`config.mk`:
```
export PLATFORM = sky130hd
export DESIGN_NAME = positional_list_insert_delete_find_unit
export DESIGN_NICKNAME = d
export VERILOG_FILES = /design/src/design/plidf_pkg.sv /design/src/design/plidf_ram.sv /design/src/design/positional_list_insert_delete_find_unit.sv
export SDC_FILE = /design/constraint.sdc
export NUM_CORES = 2
export LEC_CHECK = 0
export ABC_CLOCK_PERIOD_IN_PS = 10200
export BUFFER_PORTS_ARGS = -buffer_cell sky130_fd_sc_hd__buf_2
export CORE_MARGIN = 2
export CORE_UTILIZATION = 55
export CTS_CLUSTER_SIZE = 16
export DETAILED_ROUTE_END_ITERATION = 8
export PLACE_DENSITY = 0.71
export REMOVE_ABC_BUFFERS = 1
export SETUP_SLACK_MARGIN = 0.1
export SYNTH_ARGS = -nofsm -noshare
export SYNTH_HDL_FRONTEND = slang
export SYNTH_SLANG_ARGS = --single-unit
```
`constraint.sdc`:
```
create_clock -name clk -period 10.2 [get_ports clk]
set_clock_uncertainty 0.15 [all_clocks]
set_input_delay 1.53 -clock clk [delete_from_list [all_inputs] [get_ports clk]]
set_output_delay 1.53 -clock clk [all_outputs]
set_load 0.01 [all_outputs]
```
`src/design/plidf_pkg.sv`:
```
// plidf_pkg: shared types and constants for the positional list unit
// request and response structs, operation and status codes, state encoding
// no dependencies
`timescale 1ns / 1ps

package plidf_pkg;

    localparam int CAPACITY_DEF = 128;
    localparam int VALUE_W      = 32;
    localparam int POS_W        = 8;
    localparam int COUNT_W      = 8;
    localparam int STATUS_W     = 2;
    localparam int OP_W         = 2;

    // operation codes carried in the request
    typedef enum logic [OP_W-1:0] {
        OP_INSERT = 2'd0,
        OP_DELETE = 2'd1,
        OP_FIND   = 2'd2
    } op_t;

    // response status codes
    typedef enum logic [STATUS_W-1:0] {
        ST_OK    = 2'd0,
        ST_RANGE = 2'd1,
        ST_FULL  = 2'd2
    } status_t;

    // control sequencer states
    typedef enum logic [2:0] {
        S_IDLE,
        S_SHIFT_UP,
        S_PUT,
        S_SHIFT_DN,
        S_FIND,
        S_FIND_END,
        S_FIN
    } state_t;

    typedef struct packed {
        logic [OP_W-1:0]           op;
        logic [POS_W-1:0]          position;
        logic signed [VALUE_W-1:0] value;
    } req_t;

    typedef struct packed {
        logic [STATUS_W-1:0] status;
        logic                found;
        logic [COUNT_W-1:0]  count;
    } rsp_t;

endpackage

```
`src/design/plidf_ram.sv`:
```
// plidf_ram: generic simple dual-port ram, one write and one read port
// read data is registered
// no dependencies
`timescale 1ns / 1ps

module plidf_ram #(
    parameter int WIDTH = 32,
    parameter int DEPTH = 128
) (
    input  logic                     clk,
    input  logic                     wr_en,
    input  logic [$clog2(DEPTH)-1:0] wr_addr,
    input  logic [WIDTH-1:0]         wr_data,
    input  logic                     rd_en,
    input  logic [$clog2(DEPTH)-1:0] rd_addr,
    output logic [WIDTH-1:0]         rd_data
);

    logic [WIDTH-1:0] mem [DEPTH];

    // write port
    always_ff @(posedge clk)
    begin
        if (wr_en)
        begin
            mem[wr_addr] <= wr_data;
        end
    end

    // registered read port
    always_ff @(posedge clk)
    begin
        if (rd_en)
        begin
            rd_data <= mem[rd_addr];
        end
    end

endmodule

```
`src/design/positional_list_insert_delete_find_unit.sv`:
```
// positional_list_insert_delete_find_unit: bounded sequential list in one ram
// depends on plidf_pkg and plidf_ram
//
// usage
//   request channel (req_valid, req_ready, req): op, 1-based position, value.
//   insert places value at the position (one past the end appends), delete
//   removes the entry at the position, find reports whether the value is live.
//   response channel (rsp_valid, rsp_ready, rsp): status, found, count after
//   the request; exactly one response per request transaction.
//   one request is worked at a time; req_ready is high only in idle.
//   work per request, from acceptance to response valid, with L live entries:
//     insert at p <= L: shift entries L down to p up by one (one ram read and
//     write per shifted entry), then store; append at p = L + 1: store only;
//     delete at p: shift entries after p down by one; find: read and compare
//     each live entry; errors, unused op and empty-list find: none. the worst case
//   is set by walking the entries through the single read port of the entry ram.
//   the response sits in an output register; a new request is taken while
//   it waits, and the next response holds in the final state until the
//   receiver takes the previous one.
//   reset empties the list at once; ram contents need no clearing.

`timescale 1ns / 1ps

module positional_list_insert_delete_find_unit #(
    parameter int CAPACITY = plidf_pkg::CAPACITY_DEF
) (
    input  logic            clk,
    input  logic            rst_n,
    input  logic            req_valid,
    output logic            req_ready,
    input  plidf_pkg::req_t req,
    output logic            rsp_valid,
    input  logic            rsp_ready,
    output plidf_pkg::rsp_t rsp
);

    import plidf_pkg::*;

    localparam int AW = $clog2(CAPACITY);
    localparam int CW = $clog2(CAPACITY + 1);
    localparam int PW = ((CW > POS_W) ? CW : POS_W) + 1;

    state_t               state_reg, state_next;
    logic [CW-1:0]        live_cnt_reg, live_cnt_next;
    logic [AW-1:0]        ptr_reg, ptr_next;
    logic [AW-1:0]        last_reg, last_next;
    logic [VALUE_W-1:0]   value_reg, value_next;
    status_t              status_reg, status_next;
    logic                 hit_reg, hit_next;
    logic                 mv_valid_reg, mv_valid_next;
    logic [AW-1:0]        mv_addr_reg, mv_addr_next;
    logic                 cmp_valid_reg, cmp_valid_next;
    logic                 rsp_valid_reg, rsp_valid_next;
    rsp_t                 rsp_reg, rsp_next;

    logic                 put_wr;
    logic                 rd_en;
    logic                 ram_wr_en;
    logic [AW-1:0]        ram_wr_addr;
    logic [VALUE_W-1:0]   ram_wr_data;
    logic [VALUE_W-1:0]   rd_data;
    logic [PW-1:0]        pos_w;
    logic [PW-1:0]        cnt_w;

    // entry store
    plidf_ram #(
        .WIDTH (VALUE_W),
        .DEPTH (CAPACITY)
    ) u_ram (
        .clk     (clk),
        .wr_en   (ram_wr_en),
        .wr_addr (ram_wr_addr),
        .wr_data (ram_wr_data),
        .rd_en   (rd_en),
        .rd_addr (ptr_reg),
        .rd_data (rd_data)
    );

    // write port: pending shift move has priority over the value store
    assign ram_wr_en   = mv_valid_reg | put_wr;
    assign ram_wr_addr = mv_valid_reg ? mv_addr_reg : ptr_reg;
    assign ram_wr_data = mv_valid_reg ? rd_data : value_reg;

    assign pos_w = PW'(req.position);
    assign cnt_w = PW'(live_cnt_reg);

    assign req_ready = (state_reg == S_IDLE);
    assign rsp_valid = rsp_valid_reg;
    assign rsp       = rsp_reg;

    // control registers
    always_ff @(posedge clk or negedge rst_n)
    begin
        if (!rst_n)
        begin
            state_reg     <= S_IDLE;
            live_cnt_reg  <= '0;
            mv_valid_reg  <= 1'b0;
            cmp_valid_reg <= 1'b0;
            rsp_valid_reg <= 1'b0;
        end
        else
        begin
            state_reg     <= state_next;
            live_cnt_reg  <= live_cnt_next;
            mv_valid_reg  <= mv_valid_next;
            cmp_valid_reg <= cmp_valid_next;
            rsp_valid_reg <= rsp_valid_next;
        end
    end

    // datapath registers
    always_ff @(posedge clk)
    begin
        ptr_reg     <= ptr_next;
        last_reg    <= last_next;
        value_reg   <= value_next;
        status_reg  <= status_next;
        hit_reg     <= hit_next;
        mv_addr_reg <= mv_addr_next;
        rsp_reg     <= rsp_next;
    end

    // sequencer
    always_comb
    begin
        state_next     = state_reg;
        live_cnt_next  = live_cnt_reg;
        ptr_next       = ptr_reg;
        last_next      = last_reg;
        value_next     = value_reg;
        status_next    = status_reg;
        hit_next       = hit_reg | (cmp_valid_reg & (rd_data == value_reg));
        mv_valid_next  = 1'b0;
        mv_addr_next   = mv_addr_reg;
        cmp_valid_next = 1'b0;
        rsp_valid_next = rsp_valid_reg & ~rsp_ready;
        rsp_next       = rsp_reg;
        put_wr         = 1'b0;
        rd_en          = 1'b0;

        unique case (state_reg)
            S_IDLE:
            begin
                if (req_valid)
                begin
                    value_next  = req.value;
                    hit_next    = 1'b0;
                    status_next = ST_OK;
                    state_next  = S_FIN;
                    unique case (op_t'(req.op))
                        OP_INSERT:
                        begin
                            priority if (req.position == '0 || pos_w > cnt_w + PW'(1))
                            begin
                                status_next = ST_RANGE;
                            end
                            else if (live_cnt_reg == CW'(CAPACITY))
                            begin
                                status_next = ST_FULL;
                            end
                            else
                            begin
                                live_cnt_next = live_cnt_reg + CW'(1);
                                if (pos_w <= cnt_w)
                                begin
                                    ptr_next   = AW'(live_cnt_reg - CW'(1));
                                    last_next  = AW'(pos_w - PW'(1));
                                    state_next = S_SHIFT_UP;
                                end
                                else
                                begin
                                    ptr_next   = AW'(pos_w - PW'(1));
                                    state_next = S_PUT;
                                end
                            end
                        end
                        OP_DELETE:
                        begin
                            if (req.position == '0 || pos_w > cnt_w)
                            begin
                                status_next = ST_RANGE;
                            end
                            else
                            begin
                                live_cnt_next = live_cnt_reg - CW'(1);
                                if (pos_w < cnt_w)
                                begin
                                    ptr_next   = AW'(pos_w);
                                    last_next  = AW'(live_cnt_reg - CW'(1));
                                    state_next = S_SHIFT_DN;
                                end
                            end
                        end
                        OP_FIND:
                        begin
                            if (live_cnt_reg != '0)
                            begin
                                ptr_next   = '0;
                                last_next  = AW'(live_cnt_reg - CW'(1));
                                state_next = S_FIND;
                            end
                        end
                        default:
                        begin
                            state_next = S_FIN;
                        end
                    endcase
                end
            end
            // move entry ptr up to ptr + 1, from the end down to the position
            S_SHIFT_UP:
            begin
                rd_en         = 1'b1;
                mv_valid_next = 1'b1;
                mv_addr_next  = ptr_reg + AW'(1);
                if (ptr_reg == last_reg)
                begin
                    state_next = S_PUT;
                end
                else
                begin
                    ptr_next = ptr_reg - AW'(1);
                end
            end
            // store the new value once the last move has been written
            S_PUT:
            begin
                if (!mv_valid_reg)
                begin
                    put_wr     = 1'b1;
                    state_next = S_FIN;
                end
            end
            // move entry ptr down to ptr - 1, from the position to the end
            S_SHIFT_DN:
            begin
                rd_en         = 1'b1;
                mv_valid_next = 1'b1;
                mv_addr_next  = ptr_reg - AW'(1);
                if (ptr_reg == last_reg)
                begin
                    state_next = S_FIN;
                end
                else
                begin
                    ptr_next = ptr_reg + AW'(1);
                end
            end
            // scan live entries, compare each read value in the cycle after its read
            S_FIND:
            begin
                rd_en          = 1'b1;
                cmp_valid_next = 1'b1;
                if (ptr_reg == last_reg)
                begin
                    state_next = S_FIND_END;
                end
                else
                begin
                    ptr_next = ptr_reg + AW'(1);
                end
            end
            S_FIND_END:
            begin
                state_next = S_FIN;
            end
            // hand the result to the output register when it is free
            S_FIN:
            begin
                if (!rsp_valid_reg || rsp_ready)
                begin
                    rsp_valid_next = 1'b1;
                    rsp_next.status = status_reg;
                    rsp_next.found  = hit_reg;
                    rsp_next.count  = COUNT_W'(live_cnt_reg);
                    state_next      = S_IDLE;
                end
            end
            default:
            begin
                state_next = S_IDLE;
            end
        endcase
    end

endmodule
```
* Word-level counts from Yosys, hierarchy flattened
Memories as Yosys holds them, arrays and structs flattened. A register that Yosys moved wholly into a read port is not among the register bits.
Cells that the tools add are included.
W data, S select, Z words.
** Operators by class
- $add $sub $neg :: 6
- Order comparisons :: 4
- Equal/unequal tests :: 31
- Mux-type cells :: 54
- Bitwise operators :: 5
- Reductions and logical operators :: 21
** Operators by type and width (count)
- $mux W7 :: 16
- $pmux W7 S3 :: 3
- $eq A32 B32 Y1 :: 1
- $mux W32 :: 1
- $mux W3 :: 10
- $ne A2 B2 Y1 const B :: 14
- $mux W8 :: 3
- $pmux W3 S7 :: 1
- $pmux W8 S2 :: 1
- $ne A3 B3 Y1 const B :: 5
- $pmux W7 S2 :: 1
- $sub A7 B1 Y7 const B :: 2
- $mux W1 :: 12
- $reduce_and A6 Y1 :: 2
- $reduce_and A10 Y1 :: 1
- $add A8 B1 Y9 const B :: 1
- $eq A3 B3 Y1 const B :: 3
- $gt A8 B9 Y1 :: 1
- $pmux W3 S3 :: 1
- $reduce_and A9 Y1 :: 1
- $add A8 B1 Y8 const B :: 1
- $eq A8 B8 Y1 const B :: 1
- $gt A8 B8 Y1 :: 1
- $le A8 B8 Y1 :: 1
- 25 further kinds :: 37
** Word-level totals
- Register bits after elaboration :: 81
- Memory bits (writable) :: 4096
- Input port bits :: 46
- Output and inout bits :: 13
- Word-level logic and storage cells :: 136
- Memories :: 1
** Memories
- u_ram.mem :: words 128, width 32, read ports 1, clocked after memory_dff 1, write ports 1, RTL line plidf_ram.sv:19 : logic [WIDTH-1:0] mem [DEPTH];

* Logic depth before layout (Yosys ltp)
- Word-level depth :: 7
- Mapped depth :: 13
- Depth with buffers taken out :: 13

* Cells and area by module
From an unflattened synthesis, not the netlist that was laid out.
** Unflattened totals
- Cells, all modules :: 6468
- Area total of the unflattened synthesis :: 161910.3 sq um
** By module, submodules not included
- plidf_ram :: times used 1, cells an instance 5990, area each 156596.4 sq um, seq. area each 123958.9 sq um
- positional_list_insert_delete_find_unit :: times used 1, cells an instance 478, area each 5313.8 sq um, seq. area each 2352.3 sq um

* Worst setup path before layout
OpenSTA, ideal clock, no wires.
- Kind :: register to register
- Start :: register mv_valid_reg
- End :: memory u_ram.mem[0][1], data pin
- Setup time :: 1197 ps
- Data arrival time :: 6063 ps
- Required time :: 8853 ps
- Slack :: 2791 ps
- Cell stages (with the launch flop) :: 5
- Buffers on the path :: 3
- Path through :: dfrtp_1 -> clkbuf_1 -> buf_1 -> buf_1 -> o21ai_0
** On the way
- Word-level cells in the longest chain between the ends :: 1
** RTL lines
- from (decl) :: RTL line positional_list_insert_delete_find_unit.sv:50 : logic mv_valid_reg, mv_valid_next;
- from (signal assigned) :: RTL line positional_list_insert_delete_find_unit.sv:106 : mv_valid_reg <= mv_valid_next;
- $mux W32 :: RTL line positional_list_insert_delete_find_unit.sv:82 : assign ram_wr_data = mv_valid_reg ? rd_data : value_reg;
- named net ram_wr_data[1] :: RTL line positional_list_insert_delete_find_unit.sv:60 : logic [VALUE_W-1:0] ram_wr_data;
- to (decl) :: RTL line plidf_ram.sv:19
The timed path passes the listed nets, and every way through them passes these cells.

==> metrics <==
outcome=complete, but fails checks; failing checks=DRC, capacitance limit, slew limit; Setup Fix Bufs, Post-CTS=0; clock sink count=4209; average routed wire per standard cell=~37 um; final hold vios=0; vias in the first global route=80200; Final TNS setup=0 ps; FILL cells=19300; drt first pass iters=8; Setup Viol. Count Final=0; die height=548 um; Synth Flop Type=edfxtp_1; number of port buffers=58; total wire length=about 440 mm; H-tree depth=5; Yosys reg bits=4209; pwr dens=291 nW/um^2; Synth area leader=edfxtp_1; CTS tree=built; Post-DP HPWL=between 200 and 250 mm; CP Launch Point=ptr_reg[2]$_DFFE_PP_; largest net degree at the start of global routing=135; Final Slew Violations=1; total congestion overflow=0; worst slack at placement=approximately 4400 ps; Via-to-Cell Ratio=between 6 and 7; maxcap violations=2; crit path launch type=register; initial core utilization=0.553; Post-synth EDFFs=4194; kind of critical path=reg2reg; Cell variety after synth=68; Die ar.=about 300000 sq um; antenna violations before repair=16; CP max FO=29; RSZ-0062 raised after global routing=false; Fmax=0.170 GHz; max reg flops=4096; cell count after synthesis=7163; register area share after synthesis=0.777; Tcrit/Tclk final=0.576; top post-synthesis cells by count=4194 x edfxtp_1, 1073 x mux4_2, 249 x mux2i_1, 230 x nand2_1, 206 x nor2_1; core area=294000 sq um; Mapped Avg Cell Area=22.7 sq um; worst r2r src=ptr_reg[2]$_DFFE_PP_; 1st-iter DRT viols=13100; DR vias=80900; setup ws final=4320 ps; peak supply drop=0.266 mV; CTS Buf Count=410; clk_lat worst skew=970 ps; Post-synth ARST share=0.00333; top cell type's share of synthesized area=0.775; DP Area=169000 sq um; Synth area leaders=edfxtp_1 77%, mux4_2 15%, mux2i_1 1.5%; fin nets=approximately 7600; Post-route DRC=2; first-pass GRT wire length=614 mm; GRT Resource Usage Total=0.292; I/O Pins=59; count leader, synth=edfxtp_1; Resize count post-CTS=0; site row count=199; Crit. End Element=register; CTS max path bufs=4; layout cell share with drive strength beyond 1=0.280; leakage power=57.0 nW; Root Driver=clkbuf_16; Required @ worst endpoint=approximately 11000 ps; cell area after layout=182000 sq um; synthesized area=163000 sq um; hold_sp=status_reg[0]$_DFFE_PP_; Clock Pin Slew Worst Setup and Hold Paths=~60 ps; Final min period=5880 ps; worst path arrival time=6500 ps; RD Place Congestion=approximately 0.9; worst slew pin tran=1500 ps; HP Class=reg2reg; total power=53.1 mW; total number of yosys warnings=0; hold buffer count at cts=0; Max-slew headroom=-0.00306; worst hold slack=approximately 280 ps; Detail Route Antenna Nets=0; area delta synth->final=12.2%; Die X=548 um
stage by stage:
| stage | utilization | instances |
|---|---|---|
| after global routing | 0.620 | 11800 |
| after CTS | 0.620 | 11800 |
| after detailed placement | 0.575 | 11000 |
| after global placement | 0.575 | 11000 |
| after floorplan | - | 6780 |
| final | 0.620 | 11800 |
critical path: stages (launching register included):
cell      delay [ps]
edfxtp_1         340
buf_4            590
buf_4            780
nor2b_4          860
buf_4            570
buf_4            610
a211o_1          320
o22ai_1          110
o21ai_0          770
o211ai_1         380
nor2_1           160
cell usage in the layout, fill, tap and decap left out, types with 32 or more instances in the layout:
master,instances
clkbuf_1,70
mux2_2,32
clkbuf_16,414
nor2_1,77
xnor2_1,58
clkinv_1,96
nand2_1,229
buf_4,260
o221ai_1,44
edfxtp_1,4194
a221oi_1,37
mux2i_1,249
bufinv_16,48
mux4_2,1073
a21oi_1,70
clkinv_2,74
o22ai_1,128
nor2_4,128
buf_2,58
nor3_1,35
kinds of logic (layout without fill, tap and decap cells):
| kind of cell | count (synthesis) | in the layout | synth area share |
|---|---|---|---|
| buf+inv | 415 | 1100 | 0.0129 |
| simple gates | 608 | 608 | 0.0163 |
| fa+ha+maj | 26 | 26 | 0.00200 |
| flops | 4209 | 4209 | 0.777 |
| compound gates | 452 | 452 | 0.0195 |
| mux | 1385 | 1385 | 0.168 |
| other cells | 0 | 5 | 0 |
| xor+xnor | 68 | 68 | 0.00366 |
per-layer routing:
| metal | part of all wire | global-route usage | wire length [um] |
|---|---|---|---|
| met5 | 0.00052 | 0.00396 | 230 |
| met4 | 0.058 | 0.141 | 25400 |
| met3 | 0.12 | 0.0730 | 54300 |
| met2 | 0.46 | 0.443 | 203000 |
| met1 | 0.36 | 0.403 | 156000 |
where the power goes:
| part | total, mW | internal [mW] | switching [mW] |
|---|---|---|---|
| combinational | 16.7 | 5.92 | 10.7 |
| clock | 15.0 | 8.65 | 6.36 |
| sequential | 21.5 | 21.1 | 0.344 |
| total | 53.1 | 35.7 | 17.4 |
layout make-up:
type / instances / area [sq um] / share of cell area
inverters: 32 / 126 / 0.000693
clock inverters: 254 / 2590 / 0.0142
diodes: 5 / 12.5 / 0.0000686
multi-input cells: 2539 / 35300 / 0.194
flip-flops and latches: 4209 / 126000 / 0.693
well taps: 3919 / 4900 / 0.0269
repair buffers: 330 / 2480 / 0.0136
clock buffers: 484 / 10600 / 0.0582
final timing paths:
path	to	slack, ps	cells after the start
setup / recovery	u_ram.rd_data[7]$_DFFE_PN_	4320	10
hold / removal	rsp[9]$_DFFE_PP_	280	0
setup reg to reg	u_ram.rd_data[7]$_DFFE_PN_	4320	10
hold reg to reg	rsp[9]$_DFFE_PP_	280	0
max in group asynchronous	mv_valid_reg$_DFF_PN0_	9210	1
min in group asynchronous	rsp_valid$_DFF_PN0_	380	1
Note: power is estimated with default switching activity, not from simulation.
